===== src/hw/rtl/crcf_pkg.sv =====
// Shared types, constants and the CRC byte update for the CRC-16 frame block.
// No dependencies; every other RTL file uses this package by scoped names.
`default_nettype none
package crcf_pkg;

    localparam logic [15:0] CRC_INIT = 16'hFFFF;
    localparam logic [15:0] CRC_POLY = 16'h8408;

    // job queue between front and back
    localparam int QDEPTH = 2;
    localparam int QPTR_W = (QDEPTH > 1) ? $clog2(QDEPTH) : 1;
    localparam int QCNT_W = $clog2(QDEPTH + 1);

    // one accepted input byte turns into at most three output words
    localparam int JOB_MAX = 3;
    localparam int JOB_IDX_W = $clog2(JOB_MAX + 1);

    typedef struct packed {
        logic [JOB_IDX_W-1:0]         cnt;    // words in this job, 1..3
        logic [JOB_MAX-1:0][7:0]      bytes;  // word payloads, [0] goes first
        logic                         eof;    // end_of_frame on the final word
        logic                         ok;     // frame_ok on the final word
    } job_t;

    typedef struct packed {
        logic full;
        logic empty;
    } q_stat_t;

    // reflected CRC-16, one byte, bit-serial form unrolled
    function automatic logic [15:0] crc_fold(input logic [15:0] crc, input logic [7:0] b);
        logic [15:0] c;
        c = crc ^ {8'h00, b};
        for (int k = 0; k < 8; k++) begin
            c = c[0] ? ((c >> 1) ^ CRC_POLY) : (c >> 1);
        end
        return c;
    endfunction

endpackage
`default_nettype wire


===== src/hw/rtl/crcf_front.sv =====
// Front end: accepts frame bytes, keeps the two-byte hold window and the running
// CRC, and turns accepted bytes into jobs for the back end (a byte that releases no word gives none). Uses crcf_pkg.
`default_nettype none
module crcf_front (
    input  wire logic           clk,
    input  wire logic           rst_n,
    input  wire logic           check_mode,
    input  wire logic           in_valid,
    output logic                in_ready,
    input  wire logic [7:0]     data_byte,
    input  wire logic           frame_last,
    input  wire crcf_pkg::q_stat_t q_stat,
    output logic                push,
    output crcf_pkg::job_t      job
);

    logic [15:0] crc_reg, crc_next;
    logic [1:0]  held_cnt_reg, held_cnt_next;
    logic [7:0]  held_reg [2];
    logic [7:0]  held_next [2];

    logic        in_fire;
    logic        gen;
    logic [15:0] fold_crc;
    logic [15:0] frame_crc;
    logic [7:0]  lo_slot;

    assign in_ready = !q_stat.full;
    assign in_fire  = in_valid && in_ready;
    assign gen      = !check_mode;
    assign fold_crc = crcf_pkg::crc_fold(crc_reg, held_reg[0]);
    assign frame_crc = (held_cnt_reg == 2'd2) ? fold_crc : crc_reg;
    assign lo_slot   = (held_cnt_reg == 2'd2) ? held_reg[1] : held_reg[0];

    always_comb
    begin
        crc_next      = crc_reg;
        held_cnt_next = held_cnt_reg;
        held_next[0]  = held_reg[0];
        held_next[1]  = held_reg[1];
        push          = 1'b0;
        job           = '0;
        if (in_fire)
        begin
            if (!frame_last)
            begin
                if (held_cnt_reg == 2'd2)
                begin
                    // window full: oldest byte leaves through the CRC
                    crc_next     = fold_crc;
                    held_next[0] = held_reg[1];
                    held_next[1] = data_byte;
                    if (gen)
                    begin
                        push         = 1'b1;
                        job.cnt      = crcf_pkg::JOB_IDX_W'(1);
                        job.bytes[0] = held_reg[0];
                    end
                end
                else
                begin
                    held_next[held_cnt_reg[0]] = data_byte;
                    held_cnt_next = held_cnt_reg + 2'd1;
                end
            end
            else
            begin
                crc_next      = crcf_pkg::CRC_INIT;
                held_cnt_next = 2'd0;
                push          = 1'b1;
                job.eof       = 1'b1;
                if (held_cnt_reg == 2'd0)
                begin
                    // one-byte frame
                    job.cnt      = crcf_pkg::JOB_IDX_W'(1);
                    job.bytes[0] = gen ? data_byte : 8'h00;
                end
                else if (gen)
                begin
                    if (held_cnt_reg == 2'd2)
                    begin
                        job.cnt      = crcf_pkg::JOB_IDX_W'(3);
                        job.bytes[0] = held_reg[0];
                        job.bytes[1] = frame_crc[7:0];
                        job.bytes[2] = frame_crc[15:8];
                    end
                    else
                    begin
                        job.cnt      = crcf_pkg::JOB_IDX_W'(2);
                        job.bytes[0] = frame_crc[7:0];
                        job.bytes[1] = frame_crc[15:8];
                    end
                end
                else
                begin
                    job.cnt = crcf_pkg::JOB_IDX_W'(1);
                    job.ok  = ({data_byte, lo_slot} == frame_crc);
                end
            end
        end
    end

    always_ff @(posedge clk or negedge rst_n)
    begin
        if (!rst_n)
        begin
            crc_reg      <= crcf_pkg::CRC_INIT;
            held_cnt_reg <= 2'd0;
        end
        else
        begin
            crc_reg      <= crc_next;
            held_cnt_reg <= held_cnt_next;
        end
    end

    // window bytes are only read below the fill count
    always_ff @(posedge clk)
    begin
        held_reg[0] <= held_next[0];
        held_reg[1] <= held_next[1];
    end

endmodule
`default_nettype wire


===== src/hw/rtl/crcf_queue.sv =====
// Small job FIFO that decouples the front end from the output side.
// Depth from crcf_pkg::QDEPTH; uses crcf_pkg types.
`default_nettype none
module crcf_queue (
    input  wire logic           clk,
    input  wire logic           rst_n,
    input  wire logic           push,
    input  wire crcf_pkg::job_t push_job,
    input  wire logic           pop,
    output crcf_pkg::job_t      head,
    output crcf_pkg::q_stat_t   stat
);

    localparam logic [crcf_pkg::QPTR_W-1:0] PTR_LAST = crcf_pkg::QPTR_W'(crcf_pkg::QDEPTH - 1);
    localparam logic [crcf_pkg::QCNT_W-1:0] CNT_FULL = crcf_pkg::QCNT_W'(crcf_pkg::QDEPTH);

    crcf_pkg::job_t                 entry_reg [crcf_pkg::QDEPTH];
    logic [crcf_pkg::QPTR_W-1:0]    wr_ptr_reg, wr_ptr_next;
    logic [crcf_pkg::QPTR_W-1:0]    rd_ptr_reg, rd_ptr_next;
    logic [crcf_pkg::QCNT_W-1:0]    count_reg, count_next;

    assign head       = entry_reg[rd_ptr_reg];
    assign stat.full  = (count_reg == CNT_FULL);
    assign stat.empty = (count_reg == '0);

    always_comb
    begin
        wr_ptr_next = wr_ptr_reg;
        rd_ptr_next = rd_ptr_reg;
        count_next  = count_reg;
        if (push)
        begin
            wr_ptr_next = (wr_ptr_reg == PTR_LAST) ? '0 : wr_ptr_reg + 1'b1;
        end
        if (pop)
        begin
            rd_ptr_next = (rd_ptr_reg == PTR_LAST) ? '0 : rd_ptr_reg + 1'b1;
        end
        unique case ({push, pop})
            2'b10:   count_next = count_reg + 1'b1;
            2'b01:   count_next = count_reg - 1'b1;
            default: count_next = count_reg;
        endcase
    end

    always_ff @(posedge clk or negedge rst_n)
    begin
        if (!rst_n)
        begin
            wr_ptr_reg <= '0;
            rd_ptr_reg <= '0;
            count_reg  <= '0;
        end
        else
        begin
            wr_ptr_reg <= wr_ptr_next;
            rd_ptr_reg <= rd_ptr_next;
            count_reg  <= count_next;
        end
    end

    always_ff @(posedge clk)
    begin
        if (push)
        begin
            entry_reg[wr_ptr_reg] <= push_job;
        end
    end

endmodule
`default_nettype wire


===== src/hw/rtl/crcf_back.sv =====
// Back end: takes jobs from the queue and plays out their words, one per cycle while
// out_ready does not stall, into the output register. Uses crcf_pkg types.
`default_nettype none
module crcf_back (
    input  wire logic           clk,
    input  wire logic           rst_n,
    input  wire crcf_pkg::job_t head,
    input  wire crcf_pkg::q_stat_t q_stat,
    output logic                pop,
    output logic                out_valid,
    input  wire logic           out_ready,
    output logic [7:0]          out_byte,
    output logic                end_of_frame,
    output logic                frame_ok
);

    crcf_pkg::job_t                 job_reg, job_next;
    logic                           job_valid_reg, job_valid_next;
    logic [crcf_pkg::JOB_IDX_W-1:0] idx_reg, idx_next;
    logic                           out_valid_reg, out_valid_next;
    logic [7:0]                     out_byte_reg, out_byte_next;
    logic                           eof_reg, eof_next;
    logic                           ok_reg, ok_next;

    crcf_pkg::job_t                 cur;
    logic [crcf_pkg::JOB_IDX_W-1:0] cur_idx;
    logic                           cur_valid;
    logic                           load;
    logic                           last_word;

    // a parked multi-word job goes ahead of the queue head
    assign cur       = job_valid_reg ? job_reg : head;
    assign cur_idx   = job_valid_reg ? idx_reg : '0;
    assign cur_valid = job_valid_reg || !q_stat.empty;
    assign load      = cur_valid && (!out_valid_reg || out_ready);
    assign last_word = (cur_idx == cur.cnt - 1'b1);
    assign pop       = load && !job_valid_reg;

    always_comb
    begin
        job_next       = job_reg;
        job_valid_next = job_valid_reg;
        idx_next       = idx_reg;
        out_byte_next  = out_byte_reg;
        eof_next       = eof_reg;
        ok_next        = ok_reg;
        out_valid_next = out_valid_reg && !out_ready;
        if (load)
        begin
            out_valid_next = 1'b1;
            out_byte_next  = cur.bytes[cur_idx];
            eof_next       = cur.eof && last_word;
            ok_next        = cur.ok && last_word;
            if (last_word)
            begin
                job_valid_next = 1'b0;
            end
            else
            begin
                job_next       = cur;
                job_valid_next = 1'b1;
                idx_next       = cur_idx + 1'b1;
            end
        end
    end

    always_ff @(posedge clk or negedge rst_n)
    begin
        if (!rst_n)
        begin
            job_valid_reg <= 1'b0;
            out_valid_reg <= 1'b0;
            idx_reg       <= '0;
        end
        else
        begin
            job_valid_reg <= job_valid_next;
            out_valid_reg <= out_valid_next;
            idx_reg       <= idx_next;
        end
    end

    always_ff @(posedge clk)
    begin
        job_reg      <= job_next;
        out_byte_reg <= out_byte_next;
        eof_reg      <= eof_next;
        ok_reg       <= ok_next;
    end

    assign out_valid    = out_valid_reg;
    assign out_byte     = out_byte_reg;
    assign end_of_frame = eof_reg;
    assign frame_ok     = ok_reg;

endmodule
`default_nettype wire


===== src/hw/rtl/crc16_frame_append_check_top.sv =====
// CRC-16 (reflected 0x8408, init 0xFFFF) trailer generator / checker, top level.
// Instantiates crcf_front, crcf_queue and crcf_back; uses crcf_pkg.
`default_nettype none
// Frames arrive one byte per word with two trailing CRC slots; frame_last marks
// the final slot. With cfg_data = 0 (generate) body bytes come out delayed by two
// words and the slots are replaced by the CRC, low byte first; with cfg_data = 1
// (check) each frame gives one word with out_byte = 0, end_of_frame = 1 and the
// verdict on frame_ok. One input byte is accepted per cycle. Each byte becomes a
// job of zero to three output words, and the output side plays out one word per
// cycle while out_ready does not stall it, so a frame end in generate mode (up to
// three words) takes longer to play out than to accept; a two-entry job queue
// absorbs this, and input stalls only when it is full. Write the mode only while
// no frame words are outstanding.
module crc16_frame_append_check_top (
    input  wire logic       clk,
    input  wire logic       rst_n,
    input  wire logic       cfg_valid,
    output logic            cfg_ready,
    input  wire logic       cfg_data,
    input  wire logic       in_valid,
    output logic            in_ready,
    input  wire logic [7:0] data_byte,
    input  wire logic       frame_last,
    output logic            out_valid,
    input  wire logic       out_ready,
    output logic [7:0]      out_byte,
    output logic            end_of_frame,
    output logic            frame_ok
);

    logic              check_mode_reg;
    logic              q_push;
    logic              q_pop;
    crcf_pkg::job_t    q_in_job;
    crcf_pkg::job_t    q_head;
    crcf_pkg::q_stat_t q_stat;

    assign cfg_ready = 1'b1;

    always_ff @(posedge clk or negedge rst_n)
    begin
        if (!rst_n)
        begin
            check_mode_reg <= 1'b0;
        end
        else if (cfg_valid && cfg_ready)
        begin
            check_mode_reg <= cfg_data;
        end
    end

    crcf_front u_front (
        .clk        (clk),
        .rst_n      (rst_n),
        .check_mode (check_mode_reg),
        .in_valid   (in_valid),
        .in_ready   (in_ready),
        .data_byte  (data_byte),
        .frame_last (frame_last),
        .q_stat     (q_stat),
        .push       (q_push),
        .job        (q_in_job)
    );

    crcf_queue u_queue (
        .clk      (clk),
        .rst_n    (rst_n),
        .push     (q_push),
        .push_job (q_in_job),
        .pop      (q_pop),
        .head     (q_head),
        .stat     (q_stat)
    );

    crcf_back u_back (
        .clk          (clk),
        .rst_n        (rst_n),
        .head         (q_head),
        .q_stat       (q_stat),
        .pop          (q_pop),
        .out_valid    (out_valid),
        .out_ready    (out_ready),
        .out_byte     (out_byte),
        .end_of_frame (end_of_frame),
        .frame_ok     (frame_ok)
    );

`ifndef SYNTHESIS
    a_no_push_full: assert property (@(posedge clk) disable iff (!rst_n)
        q_push |-> !q_stat.full)
        else $error("job pushed into full queue");

    a_no_pop_empty: assert property (@(posedge clk) disable iff (!rst_n)
        q_pop |-> !q_stat.empty)
        else $error("job popped from empty queue");

    a_verdict_word: assert property (@(posedge clk) disable iff (!rst_n)
        (out_valid && frame_ok) |-> (end_of_frame && out_byte == 8'h00))
        else $error("pass verdict on a non-verdict word");
`endif

endmodule
`default_nettype wire


===== config.mk =====
export PLATFORM = sky130hd
export DESIGN_NAME = crc16_frame_append_check_top
export DESIGN_NICKNAME = d
export VERILOG_FILES = /design/src/hw/rtl/crcf_pkg.sv /design/src/hw/rtl/crcf_front.sv /design/src/hw/rtl/crcf_queue.sv /design/src/hw/rtl/crcf_back.sv /design/src/hw/rtl/crc16_frame_append_check_top.sv
export SDC_FILE = /design/constraint.sdc
export NUM_CORES = 1
export LEC_CHECK = 0
export ABC_CLOCK_PERIOD_IN_PS = 3000
export BUFFER_PORTS_ARGS = -buffer_cell sky130_fd_sc_hd__buf_2
export CAP_MARGIN = 20
export CORE_UTILIZATION = 38
export DETAILED_ROUTE_END_ITERATION = 6
export GPL_TIMING_DRIVEN = 0
export PLACE_DENSITY = 0.64
export SYNTH_ARGS = -nofsm -noshare
export SYNTH_HDL_FRONTEND = slang
export SYNTH_SLANG_ARGS = --single-unit

===== constraint.sdc =====
create_clock -name clk -period 3 [get_ports clk]
set_input_delay 0.15 -clock clk [delete_from_list [all_inputs] [get_ports clk]]
set_output_delay 0.15 -clock clk [all_outputs]
set_load 0.02 [all_outputs]

==> results of run 1 <==
==> cell families (layout without fill, tap and decap cells) <==
kind of cell    after synthesis  in the layout
compound gates              119            119
mux                          31             31
xor+xnor                     63             63
flops                       137            137
other cells                   1              1
buf+inv                      43            106
fa+ha+maj                     3              3
simple gates                138            138
==> placed cells by master (no fill, tap or decap), types with 4 or more instances in the layout <==
master and n:
o21ai_0 33, inv_1 9, nor2b_1 18, a32oi_1 4, nor2_1 44, buf_1 4
xnor2_1 32, buf_2 29, xnor2_4 5, nor3_1 7, edfxtp_1 110, a22o_1 11
o22a_1 8, a21oi_1 18, a22oi_1 14, nand2_1 45, clkbuf_1 23, nand2b_1 7
a31oi_1 5, mux2i_1 28, clkbuf_16 17, clkinv_1 4, o2bb2ai_1 8, dfstp_2 16
inv_6 4, xnor2_2 6, clkinvlp_4 5, xor2_1 19, dfrtp_1 11
==> through the flow <==
step	util, %	setup slack, ps	hold slack [ps]
after floorplan	-	56.4	-146
after global placement	41.1	-882	220
after detailed placement	41.4	118	234
after CTS	44.8	82.6	31.7
after global routing	44.9	62.1	43.4
final	44.9	275	38.8
==> power by group <==
| part | switching, W | internal (W) |
|---|---|---|
| registers | 0.000344 | 0.00296 |
| logic | 0.00233 | 0.00149 |
| clock network | 0.000807 | 0.00114 |
| total | 0.00348 | 0.00559 |
==> path summary, 6_finish.rpt <==
check | slack, ps | to | cells past startpoint
max | 270 | u_queue.entry_reg[1][0] | 7
min | 40 | u_back.out_valid | 3
max reg2reg | 270 | u_queue.entry_reg[1][0] | 7
min reg2reg | 520 | u_queue.count_reg[1] | 1
max in group asynchronous | 2230 | check_mode_reg | 2
min in group asynchronous | 310 | u_back.idx_reg[1] | 2
==> layer usage <==
| metal | wire length, µm | GRT usage [%] |
|---|---|---|
| met5 | 0 | 0 |
| met4 | 133 | 5.31 |
| met3 | 644 | 5.33 |
| met2 | 7190 | 29.3 |
| met1 | 6720 | 22.1 |
==> area by class of cell <==
type / instances / area, µm²
buffer: 33 / 134
clock buffer: 17 / 425
clock inverter: 15 / 126
fill: 1578 / 9500
inverter: 9 / 33.8
multi-input combinational: 355 / 2520
sequential: 137 / 4000
tap: 225 / 282
timing repair buffer: 32 / 223
==> what timing repair did <==
item,in CTS,in global routing
hold buffers,3,0
setup endpoints to repair,0,48
gates resized for setup,0,5
hold endpoints to repair,12,0
==> worst max-delay path, stage by stage, from the launching register on <==
cell	delay (ps)
dfrtp_1	440
inv_1	130
ha_1	380
a2111oi_0	480
a32oi_1	180
a21oi_1	170
nand4_1	180
a2111oi_2	510
==> run_results.csv, run 1 <==
group,metric,value,unit
run_status,status,"finished, final reports clean",
pwr,vdd_drop_max,0.505,mV
logic_synthesis,synth_compound_area_share,12.1,%
final_layout,area_delta_synth_final,16.0,%
sta,fin_crit_sh,90.8,%
final_layout,largest_reg_flops,56,
setup_path,worst-path-max-fanout,11,
final_layout,diodes,0,
grt,grt_pass1_wl,23800,µm
clock_network,clkSinkCount,137,
clock_network,post_cts_buffers,0,
logic_synthesis,synth_area_leaders,"edfxtp_1 (50%), dfstp_2 (6.3%), mux2i_1 (4.2%)",
logic_synthesis,synth.lib_cells_used.distinct,51,
logic_synthesis,yosys_warnings,0,
placement,dp_hpwl,10600,µm
logic_synthesis,async_reset_ff_share,19.7,%
clock_network,clk_latency,420,ps
pwr,p_leak,2.80,nW
routing,drtIter0Drc,257,
setup_path,start_kind,"flop",
routing,drtAntennaViolNets,0,
final_layout,nets,603,
logic_synthesis,synth_fp_nets,553,
sta,fin_crit,2730,ps
placement,dpl_cell_area,0.00714,mm²
setup_path,worstSetupStartpoint,"u_front.held_cnt_reg[0]",
logic_synthesis,yosysTopAreaCellShare,49.5,%
logic_synthesis,syn_avg_cell_area,12.5,µm²
sta,drv_slew,0,
setup_path,cp.required,3170,ps
grt,grt_use_total,17.6,%
logic_synthesis,ys_ff_latch,137,
logic_synthesis,synth_top_family_by_area,"compound AO/OA/AOI/OAI gates",
sta,worst_slew_pin_slew,866,ps
sta,setup_viol,0,
sta,max_clock_freq,367,MHz
logic_synthesis,synth_area_leader_cell,"edfxtp_1",
routing,via_per_inst,5.20,
clock_network,htree_levels,4,
logic_synthesis,synth_xor_area_share,10.6,%
floorplanning,start_util,38.7,%
grt,antenna_found_initial,0,
placement,gp_congestion,0.906,
final_layout,finalInstanceArea,0.00774,mm²
routing,drt_pass1_iterations,5,
sta,skew,8.83,ps
setup_path,endpoint_kind,"flop",
logic_synthesis,synthesis.area,0.00667,mm²
sta,hold_violations,0,
grt,grt_pass1_vias,4469,
logic_synthesis,synth_ff_type,"edfxtp_1",
logic_synthesis,synthCells,535,
pwr,p_per_area,1170,mW/mm²
pwr,power,0.00907,W
sta,setup_tns,0,ps
setup_path,worstPathArrival,2890,ps
clock_network,clockBufferDepth,2,
clock_network,cts_tree,"yes",
logic_synthesis,synthAdderAreaFrac,0.563,%
final_layout,drive_above_1_share,16.6,%
logic_synthesis,synthTopCellsByCount,"edfxtp_1 (110), nor2_1 (46), nand2_1 (45), o21ai_0 (33), xnor2_1 (32)",
clock_network,clkTransAtPathRegs,60,ps
logic_synthesis,yosysMostFrequentCell,"edfxtp_1",
routing,routed_wl,14700,µm
clock_network,clock-root-buffer,"clkbuf_16",
sta,rsz0062_at_grt,"no",
worst_hold_path,hold_class,"in -> reg",
routing,drc,0,
floorplanning,fp.dieW,135,µm
floorplanning,io_pins,28,
final_layout,stdcell_count,823,
sta,relSlewSlack,42.1,%
logic_synthesis,synth-simple-area-share,9.58,%
floorplanning,rows,48,
routing,wire_per_inst,17.9,µm
logic_synthesis,synth_seq_area_share,59.9,%
clock_network,cts_buffers,17,
setup_path,reg2reg_from,"u_front.held_cnt_reg[0]",
worst_hold_path,min_from,"out_ready",
setup_path,critPathKind,"reg -> reg",
floorplanning,dieArea,0.0181,mm²
job,maxCapViolCount,0,
placement,io_buffers,26,
routing,dr_total_vias,4283,
grt,overflow,0,
placement,dpl.cell_count,788,
floorplanning,coreArea,0.0172,mm²
floorplanning,dieHeight,135,µm
grt,grt_max_degree,33,
logic_synthesis,muxShareOfSynthArea,4.71,%
logic_synthesis,synth_edf_count,110,
(Power assumes the default switching activity.)
==> run 2: changes to the inputs <==
- SYNTH_HIERARCHICAL: default -> 1
==> run_results.csv, run 2 <==
group,metric,value,unit
floorplanning,dieArea,0.0191,mm²
logic_synthesis,synth.lib_cells_used.distinct,61,
setup_path,reg2reg_from,"u_front/held_cnt_reg[0]",
floorplanning,fp.dieW,138,µm
clock_network,clkTransAtPathRegs,70,ps
sta,hold_violations,0,
setup_path,endpoint_kind,"flop",
final_layout,largest_reg_flops,56,
sta,setup_tns,0,ps
logic_synthesis,synth_ff_type,"edfxtp_1",
sta,skew,9.41,ps
run_status,status,"finished, violations left",
setup_path,path_buf_inv,4,
sta,relSlewSlack,42.6,%
setup_path,critPathKind,"reg -> reg",
floorplanning,start_util,39.0,%
setup_path,slowest_delay,450,ps
grt,antenna_found_initial,0,
sta,fin_crit,2720,ps
routing,drtIter0Drc,360,
setup_path,crit_family,"simple AND/OR/NAND/NOR gates",
logic_synthesis,synth_area_leader_cell,"edfxtp_1",
clock_network,post_cts_resize_count,0,
final_layout,stdcell_count,825,
logic_synthesis,synth_edf_count,110,
logic_synthesis,yosysTopAreaCellShare,46.9,%
pwr,power_frac_seq,33.3,%
routing,drc,10,
clock_network,cts_tree,"yes",
final_layout,drive_above_1_share,27.9,%
clock_network,clkSinkCount,137,
pwr,vdd_drop_max,0.451,mV
logic_synthesis,synthTopCellsByCount,"edfxtp_1 (110), mux2_2 (44), nor2_1 (40), xnor2_1 (32)",
worst_hold_path,hold_class,"in -> reg",
routing,drt_pass1_iterations,7,
logic_synthesis,async_reset_ff_share,19.7,%
sta,setup_viol,0,
logic_synthesis,synth_area_leaders,"edfxtp_1 (47%), mux2_2 (7.0%), dfstp_2 (6.0%)",
job,maxCapViolCount,0,
final_layout,fillers,1641,
clock_network,ctsHoldBuffers,3,
placement,io_buffers,24,
logic_synthesis,yosys_warnings,6,
clock_network,cts_buffers,17,
final_layout,final_cell_mix,"edfxtp_1 (110), mux2_2 (44), nor2_1 (39)",
setup_path,cp_cell_sequence,"inv_1 -> ha_1 -> inv_1 -> nor2_1 -> nor2_1 -> nor2_1 -> inv_1 -> nor2_2 -> buf_8",
routing,dr_total_vias,4454,
sta,whs,64.4,ps
logic_synthesis,synthesis.area,0.00705,mm²
pwr,p_leak,2.96,nW
routing,drtAntennaViolNets,0,
setup_path,r2r.worst_path.cells,9,
run_status,violations,"DRC",
worst_hold_path,min_path_cells,3,
floorplanning,io_pins,28,
clock_network,htree_levels,4,
pwr,combPwrFrac,46.3,%
sta,max_clock_freq,368,MHz
logic_synthesis,syn_avg_cell_area,13.3,µm²
clock_network,clockBufferDepth,2,
grt,grt_pass1_wl,26000,µm
pwr,internal-power,0.00618,W
worst_hold_path,min_from,"out_ready",
setup_path,cp.depth,9,
sta,rsz0062_at_grt,"no",
final_layout,diodes,0,
clock_network,clk_latency,420,ps
logic_synthesis,synth_fp_nets,550,
grt,grt_pass1_vias,4555,
sta,fin_crit_sh,90.5,%
logic_synthesis,yosysMostFrequentCell,"edfxtp_1",
floorplanning,rows,49,
setup_path,critPathSlowestCell,"dfrtp_1",
pwr,netSwitchingFraction,37.6,%
setup_path,worstPathArrival,2840,ps
routing,wire_per_inst,19.9,µm
final_layout,nets,601,
grt,overflow,0,
routing,routed_wl,16400,µm
final_layout,final_common_cell,"edfxtp_1",
pwr,p_clk_share,20.3,%
sta,worst_slew_pin_slew,859,ps
logic_synthesis,synthCells,532,
clock_network,post_cts_buffers,0,
setup_path,worst-path-max-fanout,19,
pwr,switching_power,0.00371,W
setup_path,r2r_end,"u_queue/entry_reg[0][24]",
grt,grt_use_total,18.2,%
routing,via_per_inst,5.40,
placement,gp_congestion,0.929,
floorplanning,dieHeight,138,µm
worst_hold_path,min_to,"u_back/out_valid",
setup_path,start_kind,"flop",
floorplanning,coreArea,0.0181,mm²
clock_network,clock-root-buffer,"clkbuf_16",
logic_synthesis,ys_ff_latch,137,
pwr,p_per_area,1210,mW/mm²
logic_synthesis,synth_seq_area_share,56.7,%
final_layout,area_delta_synth_final,15.5,%
placement,dpl.cell_count,790,
setup_path,cp.required,3120,ps
setup_path,worst-r2r-setup-slack,280,ps
grt,grt_max_degree,28,
placement,dp_hpwl,11800,µm
sta,drv_slew,0,
-- run 2: cell count changes after synthesis, moves of 8 or more --
cell	change
nand2_1	-26
a22o_1	+14
a22oi_1	-13
o21ai_0	-20
o2bb2ai_1	-8
nor3b_1	+9
mux2i_1	-25
mux2_2	+41
o22a_1	+13
mux2_4	+12
-- run 2: power groups by stage --
stage | sequential [W] | combinational (W) | clock (W)
floorplan | 0.00335 | 0.00331 | 0
global placement | 0.00332 | 0.00438 | 0
detailed placement | 0.00333 | 0.00454 | 0
CTS | 0.00330 | 0.00457 | 0.00207
global route | 0.00336 | 0.00491 | 0.00216
finish | 0.00330 | 0.00458 | 0.00201
-- run 2: kinds of logic (layout without fill, tap and decap cells) --
family	Yosys count	after routing	synth area share, %
and+or+nand+nor	107	107	7.61
DFF	137	137	56.7
buffers and inverters	53	117	3.87
other	1	1	0.0532
muxes	59	59	10.0
adders and majority gates	3	3	0.532
xor gates and xnor gates	60	60	9.65
AOI/OAI and AO/OA	112	112	11.6
-- run 2: tightest hold or removal path, cell delays in order --
cell and delay (ps):
buf_2 80, nor2b_1 70, nand2b_1 150
-- run 2: layout make-up --
cell class              instances  area (µm²)  area share (%)
repair buffers                 32         230            2.83
well taps                     229         287            3.52
inverters                      16        60.1           0.737
multi-input cells             342        2790            34.2
clock buffers                  18         429            5.27
clock inverters                14         139            1.71
plain buffers                  37         213            2.61
flip-flops and latches        137        4000            49.1
-- run 2: how the worst max path moves through the flow --
stage,start,to
6_report,u_front/held_cnt_reg[0],u_queue/entry_reg[0][24]
5_1_grt,u_front/held_cnt_reg[0],u_queue/entry_reg[0][16]
4_1_cts,u_front/held_cnt_reg[0],u_queue/entry_reg[0][10]
3_5_place_dp,u_front/held_cnt_reg[0],u_queue/entry_reg[0][25]
3_3_place_gp,u_front/held_cnt_reg[0],u_queue/entry_reg[0][25]
2_1_floorplan,u_front/held_cnt_reg[0],u_queue/entry_reg[0][0]
-- run 2: routing by layer --
| metal | vias up | GRT usage [%] | wire length (µm) |
|---|---|---|---|
| met4 | 0 | 6.80 | 267 |
| met5 | - | 0 | 0 |
| met2 | 147 | 30.0 | 8040 |
| met1 | 2210 | 23.7 | 7250 |
| li1 | 2078 | - | - |
| met3 | 19 | 3.81 | 816 |
-- run 2: through the flow --
stage          area, µm²  total power [W]  setup WS, ps  util (%)
2_1_floorplan       7050          0.00666           121         -
4_1_cts             8150          0.00994           291      45.0
3_5_place_dp        7550          0.00787           321      41.7
6_report            8150          0.00989           284      45.0
3_3_place_gp        7460          0.00770          -784      41.2
5_1_grt             8150           0.0104           116      45.0
